===== src/pip_pkg.sv =====
// Shared types and constants for the point-in-polygon crossing test.
// Holds request codes, state encoding, register indexes and the test unit status.
// Used by every other file of the block; depends on nothing.
package pip_pkg;

    localparam int FIELD_W        = 12;
    localparam int OUT_CNT_W      = 8;
    localparam int REQ_W          = 2;
    localparam int CFG_IDX_W      = 1;
    localparam int MAX_EDGES_DEF  = 128;
    localparam int COORD_BITS_DEF = 12;

    localparam logic [FIELD_W-1:0] RAY_END_RESET = 12'd2000;

    typedef enum logic [REQ_W-1:0] {
        REQ_CLEAR  = 2'd0,
        REQ_APPEND = 2'd1,
        REQ_QUERY  = 2'd2
    } t_req;

    typedef enum logic [CFG_IDX_W-1:0] {
        CFG_RAY_END_X = 1'b0,
        CFG_RAY_END_Y = 1'b1
    } t_cfg_idx;

    typedef enum logic [1:0] {
        ST_IDLE,
        ST_RUN,
        ST_DRAIN
    } t_state;

    // Status of the crossing test pipeline as seen by the controller.
    typedef struct packed {
        logic vld;
        logic hit;
        logic busy;
    } t_test_out;

endpackage


===== src/pip_cell.sv =====
// One cell of the edge ring: holds a single polygon edge.
// Loads a new edge on append and passes its edge to its neighbor while the ring turns.
module pip_cell import pip_pkg::*; #(
    parameter int W = 4 * COORD_BITS_DEF
) (
    input  logic         i_clk,
    input  logic         i_load,
    input  logic [W-1:0] i_load_data,
    input  logic         i_shift,
    input  logic [W-1:0] i_shift_data,
    output logic [W-1:0] o_data
);

    logic [W-1:0] r_data;

    always_ff @(posedge i_clk) begin
        if (i_load) begin
            r_data <= i_load_data;
        end else if (i_shift) begin
            r_data <= i_shift_data;
        end
    end

    assign o_data = r_data;

endmodule


===== config.mk =====
export PLATFORM = sky130hd
export DESIGN_NAME = pip_cell
export DESIGN_NICKNAME = d
export VERILOG_FILES = /design/src/pip_pkg.sv /design/src/pip_cell.sv
export SDC_FILE = /design/constraint.sdc
export NUM_CORES = 1
export LEC_CHECK = 0
export ABC_AREA = 1
export BUFFER_PORTS_ARGS = -buffer_cell sky130_fd_sc_hd__buf_2
export CELL_PAD_IN_SITES_DETAIL_PLACEMENT = 0
export CELL_PAD_IN_SITES_GLOBAL_PLACEMENT = 1
export CORE_ASPECT_RATIO = 0.7
export CORE_MARGIN = 2
export CORE_UTILIZATION = 26
export CTS_CLUSTER_DIAMETER = 50
export DETAILED_ROUTE_END_ITERATION = 16
export PLACE_DENSITY_LB_ADDON = 0.1
export SLEW_MARGIN = 20
export SYNTH_ARGS = -nofsm -noshare
export SYNTH_HDL_FRONTEND = slang
export SYNTH_SLANG_ARGS = --single-unit

===== constraint.sdc =====
create_clock -name i_clk -period 1.9 [get_ports i_clk]
set_clock_uncertainty 0.1 [all_clocks]
set_input_delay 0.19 -clock i_clk [delete_from_list [all_inputs] [get_ports i_clk]]
set_output_delay 0.19 -clock i_clk [all_outputs]
set_load 0.02 [all_outputs]

Word-level counts from Yosys, hierarchy flattened

Cells that the tools add are included.

Register bits: 48
Latch bits: 0
RAM bits: 0
ROM bits: 0
Input port bits: 99
Output and inout port bits: 48
Memories: 0

Add/subtract/negate cells: 0
Multiply operators: 0
Divide/modulo/power cells: 0
$lt $le $gt $ge: 0
Equal/unequal tests: 0
Shift-type cells: 0
Muxes and demuxes: 2
Bitwise logic cells: 0
Reduce and logical (&&, ||, !) cells: 1

Operator list:

| kind               | number |
|---|---|
| 48-bit two-way mux | 2 |
| 2-bit nonzero test | 1 |

Logic depth before layout (Yosys ltp)

Gate-level depths: netlist of the first run.

Depth in word-level cells: 2
Depth in mapped cells: 6
Mapped depth without buffers: 3

Worst setup path after synthesis of the first run

No wires, ideal clock.

Path kind: input to register
Start: input port i_load
End: register r_data[0], in the netlist o_data[0] (enable)
Setup time: 0.408 ns
Arrival: 1.538 ns
Data required time: 1.392 ns
Setup slack: -0.146 ns
Stages on the path: 3
Path buffers: 2
Cells stage by stage: buf_2 > buf_6 > or2_1

Longest elaborated chain between the ends: 1

Ends and longest elaborated chain:

| element                             | RTL line       | RTL |
|---|---|---|
| start, declared                     | pip_cell.sv:7  | `input logic i_load,` |
| 2-bit nonzero test (no source line) | --             |  |
| end signal, assigned                | pip_cell.sv:18 | `r_data <= i_load_data;` |
| end signal, assigned                | pip_cell.sv:20 | `r_data <= i_shift_data;` |
| end, declared                       | pip_cell.sv:14 | `logic [W-1:0] r_data;` |

No other way between the ends.
A chain may end at the register's enable or synchronous reset.

Worst setup path after layout of the first run

Start: input port i_load
End: register r_data[16], in the netlist o_data[16], data pin

Longest elaborated chain between the ends: 1

Ends and longest elaborated chain:

| element            | RTL line       | RTL |
|---|---|---|
| 48-bit two-way mux | pip_cell.sv:17 | `if (i_load) begin` |

No other way between the ends.

==> summary.txt, run 1 <==
Outcome
  – Status: completed

Yosys
  – Synth area leader: edfxtp_1
  – Synthesis Warnings: 0
  – Synth Instances: 205
  – Total nets after synthesis: 304
  – Most numerous cell types in the synthesized netlist: nand2_1, edfxtp_1, buf_2, buf_6
  – Most area-consuming cells after synthesis: edfxtp_1, nand2_1, buf_6
  – Yosys cell types: 7
  – Dominant combinational cell family by area after synthesis: simple AND/OR/NAND/NOR gates
  – Number of synthesized register bits: 48
  – Adder-cell share of the synthesized area: 0%
  – Number of enable-type register cells in the synthesized netlist: 48
  – Yosys top cell area share: around 69%
  – Compound-gate portion of the synthesized area: 0%
  – Post-Synthesis Mean Instance Area: just over 10 µm²
  – Register area share after synthesis: a little over two thirds
  – Async set or reset register ratio after synthesis: 0%
  – Xor-xnor portion of the synthesized cell area: 0%
  – Most frequently used cell type in the post-synthesis netlist: nand2_1
  – Fraction of synthesized area in multiplexers: 0%
  – Post-synthesis share of cell area spent on and, or, nand and nor gates: a little over a quarter
  – Synth Cell Area: just over 2000 µm²
  – Predominant post-synthesis flop cell: edfxtp_1

Floorplan
  – Effective utilization at floorplan: a little over a quarter
  – Core area: roughly 7800 µm²
  – Cell row count: 27
  – Die area: just under 9000 µm²
  – Number of top-level pins: 147
  – Overall die width: 111 µm
  – Die H: a little under 80 µm

Finish
  – Number of flip-flops under the largest register name: 48
  – Share of layout cells above drive strength 1: 44.4%
  – Filler cell count: between 800 and 900
  – Diodes inserted: 0
  – Area growth from synthesis to layout: 45.0%
  – Total Nets Final: roughly 450
  – Share of the core filled with cells in the final layout: between 30% and 40%

Placement
  – Final HPWL from detailed placement: between 4000 and 5000 µm
  – Last weighted congestion value of the routability-driven placer: around 0.70
  – Setup Slack @ Placement: between 0.3 and 0.4 ns
  – Port Buffer Count: around 150

Drt
  – Iteration-0 DRC Markers: 66
  – Total DRC errors in the routed layout: 0
  – Number of vias per cell after detailed routing: just under 4
  – DRT Wirelength: between 5000 and 6000 µm
  – WL/cell: about 12 µm
  – Post-route ant nets: 0
  – First-pass iteration count of the detailed router: 4
  – Via count of the routed design: around 1800

Critical path
  – Largest incremental delay on the critical path: ~0.4 ns
  – Critical path's top delay family: buffers and inverters
  – Data arrival time of the critical path: about 1.2 ns
  – Critical Path Source Type: input port
  – Number of buffer and inverter stages on the critical path: 2
  – CP Capture Type: flop
  – CP max-delay cell: inv_2
  – Biggest fanout along the worst timing path: 48
  – Cell-by-cell listing of the critical path: buf_2 > inv_2 > nand2_1 > nand2_1
  – Worst path required time: roughly 1.8 ns
  – Setup CP Type: input port to flop
  – Crit-path most repeated cell: nand2_1

CTS
  – Clock tree from TritonCTS: yes
  – Post CTS Setup Buffer Count: 0
  – Clock transition at the registers of the reported paths: 0.06 ns
  – Hold bufs inserted after CTS: 0
  – CTS root buffer: clkbuf_16
  – H-tree lvl count: 2
  – Post-CTS Resized: 0
  – TritonCTS Buffers: 5
  – Longest Clk Path Bufs: 2
  – Count of clock tree sinks: 48

STA
  – Number of hold violations in the final report: 0
  – Unrepaired setup endpoints after global routing: false
  – Fmax: about 800 MHz
  – Worst-margin pin slew: about 0.8 ns
  – Final worst-path cycle share: about two thirds
  – Final worst setup slack: ~0.65 ns
  – Number of slew-limit violations in the final report: 0
  – Setup TNS Final: 0 ns
  – Final setup violation count: 0
  – Worst-case headroom to the max-slew limit: 46.4%
  – Final critical delay including setup and external delays: 1.25 ns

GRT
  – Wire length of the first global-routing pass: around 8600 µm
  – Global route total overflow: 0
  – Pin count of the biggest net entering global routing: slightly below 50
  – Global routing usage summed across all routing layers: between 10 and 15%
  – Number of global-route vias before repair: around 1700
  – Initial antenna violation count: 0

Power and ir drop
  – Maximum vdd drop: 0.403 mV
  – Total power draw: 2660 µW
  – Cell leakage power: 0.00158 µW
  – Ratio of total power to cell area: 883 nW/µm²

Hold path
  – Min-Delay Path Class: input port to flop

Flow run
  – Number of max-cap violations: 0
final timing paths:
kind                    startpoint  slack, ns    endpoint  cells after the start
hold / removal    i_shift_data[32]       0.07  o_data[32]                      3
setup / recovery            i_load       0.65  o_data[16]                      4
routing by layer:
layer,vias up,track usage (%),part of all wire [%]
met3,2,5.34,8.8
met4,0,2.63,0.33
met5,-,0,0
li1,942,-,-
met2,68,20.7,48
met1,773,15.5,43
layout by cell type, fill, tap and decap left out, drive strengths merged:
cell / synthesis / layout
clkinv: 0 / 1
clkbuf: 0 / 7
edfxtp: 48 / 48
inv: 1 / 1
nand2: 144 / 144
or2: 1 / 1
buf: 11 / 149
logic make-up after synthesis:
logic type,count (synthesis)
simple gates,145
buf+inv,12
flops,48
per-stage QoR:
step | std cells | hold slack [ns] | cell area (µm²)
global placement | 444 | 0.356 | 2870
floorplan | 205 | 0.269 | 2070
CTS | 452 | 0.0641 | 3010
detailed placement | 444 | 0.357 | 2870
global route | 452 | 0.0691 | 3010
finish | 452 | 0.0730 | 3010
tightest hold or removal path: stages:
cell and delay, ns:
buf_2 0.07, nand2_1 0.04, nand2_1 0.04
area by class of cell:
cell class                      count  area, µm²  share of cell area (%)
Timing Repair Buffer              149        753                    25.0
Clock buffer                        7        133                    4.41
Multi-Input combinational cell    145        547                    18.2
Sequential cell                    48       1440                    47.9
Clock inverter                      1       3.75                   0.125
Tap cell                          101        126                    4.20
Inverter                            1       3.75                   0.125
where the power goes:
| part | internal, µW | switching (µW) | leakage, µW |
|---|---|---|---|
| Sequential | 1300 | 24.7 | 0.000494 |
| Clock | 485 | 346 | 0.0000655 |
| Combinational | 185 | 316 | 0.00102 |
| Total | 1970 | 686 | 0.00158 |
Note: power is estimated with default switching activity, not from simulation.
==> inputs of run 2 (changes only) <==
Settings changed: CORE_UTILIZATION 26 to 28.
Clock period 1.9 ns to 1.18 ns, I/O delays scaled along.
==> run 2 against run 1 <==
  * Via count increased by 22%
  * Die area decreased by 6.8%
  * Design area grew 30%
  * Clock power grew 15%
  * Clock-buffer cell count is 2 lower
  * Core utilization rose by 15 points
  * Worst setup slack worse by 0.55 ns
  * First-iteration DRC count is 14% lower
  * Critical endpoint is now o_data[41]
==> summary.txt, run 2 (same netlist as run 1, synthesis figures left out) <==
Floorplan
  – Number of top-level pins: 147 (unchanged)
  – Core area: 7250 µm² (-7.0%)
  – Die H: 76.0 µm (-3.5%)
  – Die area: 8120 µm² (-6.8%)
  – Overall die width: 107 µm (-3.5%)
  – Cell row count: 26 (-3.7%)
  – Effective utilization at floorplan: 28.6% (+2.0 points)

STA
  – Worst-margin pin slew: 0.658 ns (-0.145 ns)
  – Final critical delay including setup and external delays: between 1 and 1.5 ns
  – Fmax: slightly above 900 MHz
  – Final setup violation count: 0 (unchanged)
  – Number of slew-limit violations in the final report: 0 (unchanged)
  – Worst-case headroom to the max-slew limit: 56.1% (+9.7 points)
  – Number of hold violations in the final report: 0 (unchanged)
  – Final worst-path cycle share: about nine tenths
  – Final worst setup slack: 0.107 ns (-0.548 ns)
  – Unrepaired setup endpoints after global routing: false

Power and ir drop
  – Maximum vdd drop: 0.412 mV (+2.2%)
  – Power spent charging and discharging nets: 1150 µW (+67%)
  – Part of the power in the clock network: 22.9% (-8.4 points)
  – Sequential share of power: 51.4% (+1.5 points)
  – Cell leakage power: 0.00196 µW (+24%)
  – Internal portion of total power: 3000 µW (+52%)
  – Logic gate share of total power: 25.7% (+6.8 points)
  – Switching portion of total power: 27.6% (+1.8 points)
  – Total power draw: 4150 µW (+56%)
  – Ratio of total power to cell area: 1060 nW/µm² (+20%)

Critical path
  – Data arrival time of the critical path: 0.86 ns (-0.32 ns)
  – Biggest fanout along the worst timing path: 1 (-98%)
  – Setup CP Type: flop to output port
  – CP max-delay cell: edfxtp_1
  – Critical path's top delay family: flip-flops
  – Critical Path Source Type: flop
  – CP Capture Type: output port
  – Largest incremental delay on the critical path: 0.39 ns (about the same)
  – Number of buffer and inverter stages on the critical path: 1 (-1)
  – Worst path required time: 0.96 ns (-0.87 ns)
  – Cell-by-cell listing of the critical path: buf_2

GRT
  – Pin count of the biggest net entering global routing: 49 (unchanged)
  – Initial antenna violation count: 1 (+1)
  – Global route total overflow: 0 (unchanged)
  – Number of global-route vias before repair: 2281 (+33%)
  – Global routing usage summed across all routing layers: 16.3% (+3.8 points)
  – Wire length of the first global-routing pass: 10400 µm (+22%)

Drt
  – DRT Wirelength: 6660 µm (+20%)
  – Via count of the routed design: 2183 (+22%)
  – Number of vias per cell after detailed routing: 4.02 (+1.8%)
  – First-pass iteration count of the detailed router: 4 (unchanged)
  – WL/cell: 12.3 µm (+0.19%)
  – Iteration-0 DRC Markers: 57 (-14%)
  – Post-route ant nets: 0 (unchanged)
  – Total DRC errors in the routed layout: 0 (unchanged)

CTS
  – Clock transition at the registers of the reported paths: 0.09 ns (+0.03 ns)
  – CTS root buffer: clkbuf_8
  – Count of clock tree sinks: 48 (unchanged)
  – TritonCTS Buffers: 5 (unchanged)
  – Post CTS Setup Buffer Count: 0 (unchanged)
  – Clock tree from TritonCTS: yes
  – Longest Clk Path Bufs: 2 (unchanged)
  – H-tree lvl count: 2 (unchanged)

Finish
  – Diodes inserted: 0 (unchanged)
  – Number of flip-flops under the largest register name: 48 (unchanged)
  – Area growth from synthesis to layout: 88.2%
  – Share of layout cells above drive strength 1: 35.7% (-8.7 points)
  – Post-Layout Cell Count: 543 (+20%)
  – Leading cell types in the layout, fill and taps excluded: buf_2, nand2_1, dlygate4sd3_1
  – Cell area after layout: 3900 µm² (+30%)
  – Commonest non-fill, non-tap cell in the layout: buf_2
  – Total Nets Final: 543 (+21%)

Placement
  – Placement Cell Area: 2890 µm² (+0.65%)
  – Final HPWL from detailed placement: 3850 µm (-7.6%)
  – Setup Slack @ Placement: -0.118 ns (-0.433 ns)
  – Port Buffer Count: 146 (unchanged)
  – Last weighted congestion value of the routability-driven placer: 0.704 (about the same)
  – Placed Cells: 442 (-0.45%)

Flow run
  – Number of max-cap violations: 0 (unchanged)

Hold path
  – Min-Delay Path Class: input port to flop

Outcome
  – Status: completed
## run 2: cell count changes in the layout (fill, tap and decap cells not counted), sizes merged
cell	previous run	this run
dlygate4sd3	0	93
clkbuf	7	5
clkinv	1	3
buf	149	150
## run 2: final timing paths
kind / slack [ns] / cells past startpoint / startpoint / to
max: 0.11 / 1 / o_data[41] / o_data[41]
min: 0.008 / 3 / i_shift_data[36] / o_data[36]
## run 2: power by group through the flow
stage	Clock (µW)	Sequential, µW	Combinational, µW
after detailed placement	0	2170	826
after global routing	1040	2150	1150
after global placement	0	2170	830
final	951	2130	1070
after floorplan	0	2430	197
after CTS	986	2130	1060
## run 2: area by class of cell
class | count | area [µm²]
fill | 657 | 3350
sequential | 48 | 1440
clock inverter | 3 | 13.8
inverter | 1 | 3.75
clock buffer | 5 | 68.8
multi-input combinational | 145 | 549
tap | 98 | 123
timing repair buffer | 243 | 1700
## run 2: stage by stage
step | TNS [ns] | hold WS [ns] | util, %
final | 0 | 0.00766 | 53.8
after CTS | 0 | 0.00256 | 53.8
after detailed placement | -5.95 | 0.286 | 39.8
after global routing | 0 | 0.00423 | 53.8
after floorplan | -1.57 | 0.197 | -
after global placement | -4.96 | 0.284 | 39.8
## run 2: metal layers
layer	routed length, µm	track usage (%)	vias to the layer above
met2	3420	30.8	99
met4	111	5.32	0
met3	571	5.13	13
met5	0	0	-
li1	-	-	1129
met1	2550	17.0	942
## run 2: repair_timing
item                                   4_1_cts  5_1_grt
gates resized for setup                      0        0
setup endpoints to repair                    0        0
hold buffers                                93        0
endpoints found under the hold margin       47        0
